## config.mk

```make
export PLATFORM = sky130hd
export DESIGN_NAME = insertion_ordered_index_set_core
export DESIGN_NICKNAME = d
export VERILOG_FILES = /design/src/hw/rtl/iois_pkg.sv /design/src/hw/rtl/iois_link_ram.sv /design/src/hw/rtl/iois_ctrl.sv /design/src/hw/rtl/insertion_ordered_index_set_core.sv
export SDC_FILE = /design/constraint.sdc
export NUM_CORES = 1
export LEC_CHECK = 0
export CAP_MARGIN = 20
export CORE_MARGIN = 5
export CORE_UTILIZATION = 50
export CTS_CLUSTER_DIAMETER = 60
export DETAILED_ROUTE_END_ITERATION = 8
export DONT_BUFFER_PORTS = 1
export PLACE_DENSITY_LB_ADDON = 0.08
export REMOVE_ABC_BUFFERS = 1
export SLEW_MARGIN = 25
export SYNTH_ARGS = -nofsm -noshare
export SYNTH_HDL_FRONTEND = slang
export SYNTH_SLANG_ARGS = --single-unit
```

## constraint.sdc

```tcl
create_clock -name clk -period 4.9 [get_ports clk]
set_input_delay 0 -clock clk [delete_from_list [all_inputs] [get_ports clk]]
set_output_delay 0 -clock clk [all_outputs]
set_load 0.01 [all_outputs]
```

## src/hw/rtl/iois_pkg.sv

```systemverilog
// shared types and constants for the insertion-ordered index set
package iois_pkg;

  localparam int ELEM_W   = 6;
  localparam int DEPTH    = 2 ** ELEM_W;
  localparam int UNIVERSE = 64;
  localparam int CNT_W    = 7;
  localparam int OPC_W    = 2;
  localparam int STATUS_W = 3;

  localparam int IN_TDATA_W   = OPC_W + ELEM_W;
  localparam int OUT_FIELDS_W = STATUS_W + 1 + CNT_W + ELEM_W;
  localparam int OUT_TDATA_W  = ((OUT_FIELDS_W + 7) / 8) * 8;

  typedef enum logic [OPC_W-1:0] {
    OP_INSERT = 2'd0,
    OP_DELETE = 2'd1,
    OP_QUERY  = 2'd2,
    OP_LIST   = 2'd3
  } opcode_t;

  typedef enum logic [STATUS_W-1:0] {
    STAT_DONE    = 3'd0,
    STAT_PRESENT = 3'd1,
    STAT_ABSENT  = 3'd2,
    STAT_LIST    = 3'd3,
    STAT_EMPTY   = 3'd4
  } status_t;

  typedef enum logic [1:0] {
    S_IDLE,
    S_DEL,
    S_LIST
  } state_t;

  // requested access to the two link memories, driven combinationally each cycle
  typedef struct packed {
    logic              next_we;
    logic [ELEM_W-1:0] next_waddr;
    logic [ELEM_W-1:0] next_wdata;
    logic              prev_we;
    logic [ELEM_W-1:0] prev_waddr;
    logic [ELEM_W-1:0] prev_wdata;
    logic              next_re;
    logic              prev_re;
    logic [ELEM_W-1:0] raddr;
  } link_req_t;

endpackage

```

## src/hw/rtl/iois_link_ram.sv

```systemverilog
// generic single-write single-read ram with registered read data
module iois_link_ram #(
  parameter int AW = 6,
  parameter int DW = 6
) (
  input  logic          clk,
  input  logic          we,
  input  logic [AW-1:0] waddr,
  input  logic [DW-1:0] wdata,
  input  logic          re,
  input  logic [AW-1:0] raddr,
  output logic [DW-1:0] rdata
);

  logic [DW-1:0] mem [2**AW];

  always_ff @(posedge clk) begin
    if (we) begin
      mem[waddr] <= wdata;
    end
  end

  // read data holds while re is low
  always_ff @(posedge clk) begin
    if (re) begin
      rdata <= mem[raddr];
    end
  end

endmodule

```

## src/hw/rtl/iois_ctrl.sv

```systemverilog
// sequencer: membership bits, head/tail/count and link memory updates
module iois_ctrl import iois_pkg::*; (
  input  logic                   clk,
  input  logic                   rst,
  input  logic                   s_tvalid,
  output logic                   s_tready,
  input  logic [IN_TDATA_W-1:0]  s_tdata,
  output logic                   m_tvalid,
  input  logic                   m_tready,
  output logic [OUT_TDATA_W-1:0] m_tdata,
  output logic                   m_tlast,
  output link_req_t              link_req,
  input  logic [ELEM_W-1:0]      next_rdata,
  input  logic [ELEM_W-1:0]      prev_rdata
);

  state_t            state, state_next;
  logic [DEPTH-1:0]  present, present_next;
  logic [ELEM_W-1:0] head, head_next;
  logic [ELEM_W-1:0] tail, tail_next;
  logic [CNT_W-1:0]  count, count_next;
  logic [ELEM_W-1:0] del_elem, del_elem_next;
  logic [ELEM_W-1:0] cur, cur_next;
  logic [CNT_W-1:0]  remain, remain_next;
  logic              use_ram, use_ram_next;

  logic              out_valid, out_valid_next;
  status_t           out_status, out_status_next;
  logic              out_member, out_member_next;
  logic [CNT_W-1:0]  out_count, out_count_next;
  logic [ELEM_W-1:0] out_value, out_value_next;
  logic              out_last, out_last_next;

  opcode_t           op;
  logic [ELEM_W-1:0] elem;
  logic              in_range;
  logic              member;
  logic              out_free;
  logic              accept;
  logic [ELEM_W-1:0] cur_eff;

  assign op       = opcode_t'(s_tdata[OPC_W-1:0]);
  assign elem     = s_tdata[OPC_W +: ELEM_W];
  assign in_range = ({1'b0, elem} < CNT_W'(UNIVERSE));
  assign member   = in_range && present[elem];
  assign out_free = !out_valid || m_tready;
  assign s_tready = (state == S_IDLE) && out_free;
  assign accept   = s_tvalid && s_tready;
  // after the first list item the walk follows the link just read
  assign cur_eff  = use_ram ? next_rdata : cur;

  always_comb begin
    state_next = state;
    unique case (state)
      S_IDLE: begin
        if (accept) begin
          if (op == OP_DELETE && member) begin
            state_next = S_DEL;
          end else if (op == OP_LIST && count != '0) begin
            state_next = S_LIST;
          end
        end
      end
      S_DEL: begin
        if (out_free) begin
          state_next = S_IDLE;
        end
      end
      S_LIST: begin
        if (out_free && remain == CNT_W'(1)) begin
          state_next = S_IDLE;
        end
      end
      default: state_next = S_IDLE;
    endcase
  end

  always_comb begin
    present_next    = present;
    head_next       = head;
    tail_next       = tail;
    count_next      = count;
    del_elem_next   = del_elem;
    cur_next        = cur;
    remain_next     = remain;
    use_ram_next    = use_ram;
    out_valid_next  = out_valid && !m_tready;
    out_status_next = out_status;
    out_member_next = out_member;
    out_count_next  = out_count;
    out_value_next  = out_value;
    out_last_next   = out_last;
    link_req        = '0;
    unique case (state)
      S_IDLE: begin
        if (accept) begin
          unique case (op)
            OP_INSERT: begin
              out_valid_next  = 1'b1;
              out_value_next  = '0;
              out_last_next   = 1'b1;
              out_count_next  = count;
              if (!in_range) begin
                out_status_next = STAT_ABSENT;
                out_member_next = 1'b0;
              end else if (member) begin
                out_status_next = STAT_PRESENT;
                out_member_next = 1'b1;
              end else begin
                if (count == '0) begin
                  head_next = elem;
                end else begin
                  link_req.next_we    = 1'b1;
                  link_req.next_waddr = tail;
                  link_req.next_wdata = elem;
                  link_req.prev_we    = 1'b1;
                  link_req.prev_waddr = elem;
                  link_req.prev_wdata = tail;
                end
                tail_next           = elem;
                present_next[elem]  = 1'b1;
                count_next          = count + 1'b1;
                out_status_next     = STAT_DONE;
                out_member_next     = 1'b1;
                out_count_next      = count + 1'b1;
              end
            end
            OP_DELETE: begin
              if (member) begin
                link_req.next_re = 1'b1;
                link_req.prev_re = 1'b1;
                link_req.raddr   = elem;
                del_elem_next    = elem;
              end else begin
                out_valid_next  = 1'b1;
                out_status_next = STAT_ABSENT;
                out_member_next = 1'b0;
                out_count_next  = count;
                out_value_next  = '0;
                out_last_next   = 1'b1;
              end
            end
            OP_QUERY: begin
              out_valid_next  = 1'b1;
              out_status_next = STAT_DONE;
              out_member_next = member;
              out_count_next  = count;
              out_value_next  = '0;
              out_last_next   = 1'b1;
            end
            OP_LIST: begin
              if (count == '0) begin
                out_valid_next  = 1'b1;
                out_status_next = STAT_EMPTY;
                out_member_next = 1'b0;
                out_count_next  = count;
                out_value_next  = '0;
                out_last_next   = 1'b1;
              end else begin
                cur_next     = head;
                remain_next  = count;
                use_ram_next = 1'b0;
              end
            end
            default: ;
          endcase
        end
      end
      S_DEL: begin
        if (out_free) begin
          // unlink: prev_rdata and next_rdata hold the neighbors
          if (head == del_elem) begin
            head_next = next_rdata;
          end else begin
            link_req.next_we    = 1'b1;
            link_req.next_waddr = prev_rdata;
            link_req.next_wdata = next_rdata;
          end
          if (tail == del_elem) begin
            tail_next = prev_rdata;
          end else begin
            link_req.prev_we    = 1'b1;
            link_req.prev_waddr = next_rdata;
            link_req.prev_wdata = prev_rdata;
          end
          present_next[del_elem] = 1'b0;
          count_next             = count - 1'b1;
          out_valid_next         = 1'b1;
          out_status_next        = STAT_DONE;
          out_member_next        = 1'b0;
          out_count_next         = count - 1'b1;
          out_value_next         = '0;
          out_last_next          = 1'b1;
        end
      end
      S_LIST: begin
        if (out_free) begin
          link_req.next_re = 1'b1;
          link_req.raddr   = cur_eff;
          use_ram_next     = 1'b1;
          remain_next      = remain - 1'b1;
          out_valid_next   = 1'b1;
          out_status_next  = STAT_LIST;
          out_member_next  = 1'b1;
          out_count_next   = count;
          out_value_next   = cur_eff;
          out_last_next    = (remain == CNT_W'(1));
        end
      end
      default: ;
    endcase
  end

  always_ff @(posedge clk) begin
    if (rst) begin
      state     <= S_IDLE;
      present   <= '0;
      head      <= '0;
      tail      <= '0;
      count     <= '0;
      out_valid <= 1'b0;
      use_ram   <= 1'b0;
      remain    <= '0;
    end else begin
      state     <= state_next;
      present   <= present_next;
      head      <= head_next;
      tail      <= tail_next;
      count     <= count_next;
      out_valid <= out_valid_next;
      use_ram   <= use_ram_next;
      remain    <= remain_next;
    end
  end

  always_ff @(posedge clk) begin
    del_elem   <= del_elem_next;
    cur        <= cur_next;
    out_status <= out_status_next;
    out_member <= out_member_next;
    out_count  <= out_count_next;
    out_value  <= out_value_next;
    out_last   <= out_last_next;
  end

  assign m_tvalid = out_valid;
  assign m_tlast  = out_last;
  assign m_tdata  = {{(OUT_TDATA_W - OUT_FIELDS_W){1'b0}},
                     out_value, out_count, out_member, out_status};

endmodule

```

## src/hw/rtl/insertion_ordered_index_set_core.sv

```systemverilog
// insertion-ordered index set: two link memories and the update sequencer
// insert, query, rejected items and empty list give their result in the cycle after the
// request; delete reads the links first, then writes the unlink and its result in S_DEL.
// throughput: one request per cycle when the output is not stalled; delete and list take
// no new request until done, list giving one member per unstalled cycle as the next-link
// memory read is chained to the walk. reset: membership bits, head, tail and count clear;
// link memories keep their contents and need no clearing pass
module insertion_ordered_index_set_core import iois_pkg::*; (
  input  logic                   clk,
  input  logic                   rst,
  input  logic                   s_tvalid,
  output logic                   s_tready,
  input  logic [IN_TDATA_W-1:0]  s_tdata,   // opcode, element
  output logic                   m_tvalid,
  input  logic                   m_tready,
  output logic [OUT_TDATA_W-1:0] m_tdata,   // status, is_member, member_count, listed_value
  output logic                   m_tlast
);

  link_req_t         link_req;
  logic [ELEM_W-1:0] next_rdata;
  logic [ELEM_W-1:0] prev_rdata;

  iois_ctrl u_ctrl (
    .clk        (clk),
    .rst        (rst),
    .s_tvalid   (s_tvalid),
    .s_tready   (s_tready),
    .s_tdata    (s_tdata),
    .m_tvalid   (m_tvalid),
    .m_tready   (m_tready),
    .m_tdata    (m_tdata),
    .m_tlast    (m_tlast),
    .link_req   (link_req),
    .next_rdata (next_rdata),
    .prev_rdata (prev_rdata)
  );

  iois_link_ram #(.AW(ELEM_W), .DW(ELEM_W)) u_next_ram (
    .clk   (clk),
    .we    (link_req.next_we),
    .waddr (link_req.next_waddr),
    .wdata (link_req.next_wdata),
    .re    (link_req.next_re),
    .raddr (link_req.raddr),
    .rdata (next_rdata)
  );

  iois_link_ram #(.AW(ELEM_W), .DW(ELEM_W)) u_prev_ram (
    .clk   (clk),
    .we    (link_req.prev_we),
    .waddr (link_req.prev_waddr),
    .wdata (link_req.prev_wdata),
    .re    (link_req.prev_re),
    .raddr (link_req.raddr),
    .rdata (prev_rdata)
  );

endmodule

```

# Word-level counts from Yosys, hierarchy flattened
# Memories as Yosys holds them, arrays and structs flattened. A register that Yosys moved wholly into a read port is not among the register bits.
# Cells that the tools add are included.
# classes
addsub	3
mul	0
n_div	0
magnitude_cmp	4
n_eq_ne	22
shifts	0
n_mux	104
bitwise_logic	4
n_reduce_logical	29
# ops
op	n
two-way mux 64 bit	4
case mux 64 bit (2 select lines)	1
two-way mux 6 bit	18
two-way mux 26 bit	4
two-way mux 7 bit	12
bitwise AND 64 bit	1
inverter 64 bit	1
bitwise OR 64 bit	1
case mux 26 bit (2 select lines)	1
case mux 6 bit (2 select lines)	3
case mux 6 bit (3 select lines)	2
two-way mux 34 bit	1
case mux 7 bit (2 select lines)	2
case mux 7 bit (4 select lines)	1
two-way mux 1 bit	26
two-way mux 13 bit	2
case mux 7 bit (3 select lines)	1
two-way mux 8 bit	2
AND reduction 4 bit	4
two-way mux 3 bit	5
< comparator 6 x 7 -> 1 bit, second input constant	2
subtractor 7 x 1 -> 7 bit, second input constant	2
demux 1 bit (select 6 bit)	2
equality test 6 bit	2
29 further kinds	66
# word_totals
ff_bits	124
latchBits	0
ramBits	768
romBits	0
in_bits	12
memories	2
# memory_table
memory	words	width	read_ports	rd_clocked_by_memory_dff	write_ports	line	rtl
u_next_ram.mem	64	6	1	1	1	iois_link_ram.sv:15	logic [DW-1:0] mem [2**AW];
u_prev_ram.mem	64	6	1	1	1	iois_link_ram.sv:15	

# Depth between registers and ports, before layout
# logic_depth
depth_word	9
depth_mapped	19

# Modules after synthesis
# A second synthesis with hierarchy kept.
# unflattened
hier_cells	2312
hier_area_um2	38102.8
# modules_own_cells
mod	instances	cells_each	area_per_inst_um2
iois_link_ram at u_prev_ram	1	720	15285.9
iois_link_ram at u_next_ram	1	729	15265.9
iois_ctrl	1	863	7551.0

# Least setup slack after synthesis
# No wires, ideal clock.
# synth_timing
kind	reg-to-reg
from	register u_ctrl.present[47]
to	memory u_next_ram.mem[0][1], data pin
arrival_ns	3.963
required_time_ns	4.348
setup_slack_ns	0.384
path_stages_with_launch	10
cell_sequence	dfxtp_1 -> mux4_2 -> a221oi_2 -> o21ai_1 -> or4_1 -> buf_2 -> nor2_2 -> nand3_1 -> buf_2 -> o22ai_1
# synth_lines
item	line	rtl
start: declaration	iois_ctrl.sv:18	logic [DEPTH-1:0] present, present_next;
start signal: assignment	iois_ctrl.sv:226	present <= present_next;
end: declaration	iois_link_ram.sv:15	

# Worst setup path in the final report
# layout_timing
from	input s_tdata[3]
to	register u_next_ram.rdata[2] (read register of u_next_ram.mem), data pin
# layout_via
elab_chain_len	6
# layout_rtl
item	line	rtl
start: declaration	insertion_ordered_index_set_core.sv:13	input logic [IN_TDATA_W-1:0] s_tdata,
binary-select mux 1 bit (select 6 bit)	iois_ctrl.sv:45	assign member = in_range && present[elem];
two-way mux 1 bit (implied by the code)	iois_ctrl.sv:45	
two-way mux 8 bit (*)	iois_ctrl.sv:129	if (member) begin
two-way mux 8 bit (*)	iois_ctrl.sv:97	unique case (op)
two-way mux 34 bit (*)	iois_ctrl.sv:96	if (accept) begin
case mux 6 bit (2 select lines) or case mux 1 bit (2 select lines) (tied branches)	iois_ctrl.sv:94	unique case (state)
end: declaration	iois_link_ram.sv:12	output logic [DW-1:0] rdata
# Mark *: on every way between the ends. The rest lies on a longest branch, timed or not. The select of a mux whose other input is x is not followed.
# A chain may end at the register's enable or synchronous reset.

==> results.toml <==
[clock_network]
cts.clk_slew.worst_paths_ns = 0.06
numCtsBuffers = 94
numClockSinks = 904
cts_tree = "yes"
clock-root-buffer = "clkbuf_16"
clk_path_buf_depth = 3
h-tree-depth = 3
worstSkewPairLatency_ns = 0.66

[critical_path]
crit_buf_inv = 3
worst_path_max_delay_cell = "dlygate4sd3_1"
cp_cell_sequence = "dlygate4sd3_1 -> nor2b_1 -> a221oi_1 -> a2bb2oi_1 -> o31ai_1 -> or4_1 -> buf_4 -> a31o_4 -> buf_4 -> nand2_1 -> a31oi_1 -> nand4_1 -> a221o_1 -> o2111ai_1"
crit_path_frequent_cell = "buf_4"
critical_path_class = "in -> reg"
slowest_delay_ns = 0.95
required_ns = 5.37
startpoint_type = "primary input"
path_max_fanout = 48
worst_setup_path_end_kind = "flip-flop"
cp_top_family = "compound AO/OA/AOI/OAI gates"
crit_arrival_ns = 5.21

[routing]
via_per_inst = 6.14
ant_nets = 0
wire_per_inst_um = 25.4
routed_wl_um = 105000
drc = 0
dr_total_vias = 25300
drt-initial-drc-count = 2801
drt_pass1_iterations = 6

[global_route]
antenna_found_initial = 1
grt_pass1_wl_um = 156000
overflow = 0
grt_usage_pct = 25.1
grt_pass1_vias = 24300
grt_max_degree = 95

[power_and_ir_drop]
p_int_mw = 12.6
leakagePower_nw = 15.3
pwr-share-clk_pct = 44.1
switchingPower_mw = 3.38
p_per_area_nw_per_um2 = 371
p_comb_share_pct = 3.4
ir_drop_mv = 0.254
pwr-share-seq_pct = 52.4
netSwitchingFraction_pct = 21.2

[cells_and_area]
nets = 3088
stdcell_count = 4121
area_growth_pct = 13.4
fillers = 6077
layout_common_cells = "810 x edfxtp_1, 565 x nand2_1, 202 x mux2i_1"
final_util_pct = 56.9
drive_gt1_share_pct = 10.7
n_antenna_cell = 0
layout_commonest_cell = "edfxtp_1"

[synthesis]
synth_edf_count = 810
async_flop_share_pct = 0
synth-seq-cells = 904
netlist_area_sq_um = 38000
syn_inst = 3003
yosysSeqAreaShare_pct = 69.0
synth_area_per_cell_sq_um = 12.7
synth-main-ff-cell = "edfxtp_1"
ys_warn_count = 0
yosysUniqueCellTypes = 78

[timing]
relSlewSlack_pct = 26.3
min_period_over_period_pct = 96.8
drv_slew = 0
clock_skew_ns = 0.0283
worstMarginPinSlew_ns = 1.10
worst_hold_slack_ns = 0.0382
rsz0062_at_grt = "false"
setup_violations = 0
fmax_ghz = 0.211
finalCriticalPeriod_ns = 4.74
hold_viol_final = 0

[placement]
globalplace.congestion = 0.893
numPortBuffers = 0
hpwl_um = 66700
numPlacedInstances = 3934

[floorplan]
start_util_pct = 50.2
core_area_sq_um = 75700
ioPinCount = 39
die_x_um = 286
dieHeight_um = 286
rows = 101
dieArea_sq_um = 81600

[job]
maxCapViolCount = 0

[hold_path]
hp-class = "in -> reg"

[run_status]
outcome = "completed"
==> power groups by stage <==
stage / Clock, mW / Sequential (mW) / Combinational, mW
3_3_place_gp: 0 / 8.55 / 0.493
2_1_floorplan: 0 / 8.55 / 0.329
3_5_place_dp: 0 / 8.55 / 0.500
4_1_cts: 7.15 / 8.39 / 0.540
5_1_grt: 7.50 / 8.39 / 0.582
6_report: 7.06 / 8.39 / 0.547
==> worst paths after layout <==
kind	startpoint	to	slack [ns]	depth (start not counted)
worst max-delay path	s_tdata[3]	u_next_ram.rdata[2]$_DFFE_PP_	0.16	14
worst min-delay path	s_tdata[6]	u_next_ram.mem[31][4]$_DFFE_PP_	0.04	2
worst max register to register	u_ctrl.present[7]$_SDFFE_PP0P_	u_next_ram.rdata[5]$_DFFE_PP_	0.26	15
worst min register to register	u_ctrl.present[4]$_SDFFE_PP0P_	u_ctrl.present[4]$_SDFFE_PP0P_	0.47	2
==> routing by layer <==
metal,vias up,part of all wire (%),track usage [%]
met5,-,0.019,0
met4,2,3.0,8.07
met1,12600,43,36.3
met3,174,7.8,3.77
li1,11400,-,-
met2,1124,46,39.5
==> synth_stat cells, types with 11 or more instances <==
cell type / count / area [sq um]
a21o_1: 16 / 120
a21oi_1: 117 / 586
a31oi_1: 63 / 394
a32oi_1: 34 / 298
and2_1: 11 / 68.8
buf_2: 40 / 200
buf_4: 36 / 270
clkbuf_1: 106 / 398
dfxtp_1: 94 / 1880
edfxtp_1: 810 / 24300
inv_1: 16 / 60.1
mux2i_1: 203 / 2030
nand2_1: 565 / 2120
nand2b_1: 17 / 106
nand3_1: 171 / 856
nand3b_1: 13 / 97.6
nand4_1: 46 / 288
nor2_1: 189 / 709
nor2b_1: 17 / 106
nor3_1: 28 / 140
o21ai_0: 125 / 626
o221ai_1: 13 / 114
o22ai_1: 68 / 425
or2_2: 12 / 75.1
==> through the flow <==
| step | setup WS [ns] | total power [mW] | TNS [ns] | cell area [sq um] |
|---|---|---|---|---|
| finish | 0.159 | 16.0 | 0 | 43100 |
| CTS | 0.0831 | 16.1 | 0 | 43100 |
| floorplan | -5.18 | 8.88 | -61.74 | 37000 |
| global placement | 0.263 | 9.04 | 0 | 39800 |
| detailed placement | 0.331 | 9.05 | 0 | 39900 |
| global route | 0.0377 | 16.5 | 0 | 43100 |
==> state kept, by name, summed over array words and instances, names as in the netlist <==
name / cells
u_ctrl.cur: 6
u_ctrl.out_value: 6
u_ctrl.use_ram: 1
u_ctrl.tail: 6
u_ctrl.out_status: 3
u_ctrl.remain: 7
u_prev_ram.rdata: 6
u_ctrl.out_member: 1
u_ctrl.head: 6
u_ctrl.state: 2
u_ctrl.out_count: 7
u_prev_ram.mem: 384
u_ctrl.m_tlast: 1
u_ctrl.present: 64
u_next_ram.mem: 384
u_ctrl.m_tvalid: 1
u_ctrl.del_elem: 6
u_ctrl.count: 7
u_next_ram.rdata: 6
==> worst reg2reg max path: stages (launching register included) <==
cell,delay (ns)
dfxtp_1,0.31
mux2_2,0.27
a32o_1,0.20
o31ai_1,0.28
o21ai_1,0.22
or4_1,0.74
buf_4,0.26
a31oi_4,0.20
buf_12,0.22
buf_12,0.29
buf_4,0.29
mux2i_1,0.31
o22ai_1,0.14
o21ai_0,0.22
nand4_1,0.20
o21bai_1,0.24
==> repair_timing <==
item | 4_1_cts | 5_1_grt
buffers inserted | 0 | 0
endpoints found under the hold margin | 256 | 0
endpoints found under the setup margin | 0 | 12
hold buffers | 15 | 0
resized for setup | 0 | 3
==> layout make-up <==
cell class                 instances  area, sq um  area share [%]
clock buffer                     120         2490            5.78
clock inverter                    52          562            1.30
inverter                          17         63.8           0.148
multi-input combinational       1890        11000            25.5
sequential                       904        26200            60.8
tap                              978         1220            2.84
timing repair buffer             160         1580            3.66
==> cells by family (layout without fill, tap and decap cells) <==
family                     count (synthesis)  in the layout  synth area share (%)
and+or+nand+nor                         1105           1105                  12.7
DFF                                      904            904                  69.0
AOI/OAI and AO/OA                        535            535                  9.03
muxes                                    217            217                  5.85
buffers and inverters                    215            349                  2.76
xor gates and xnor gates                  17             17                 0.392
adders and majority gates                  9              9                 0.296
other                                      1              7               0.00987
Power figures use the tool's default switching activity.
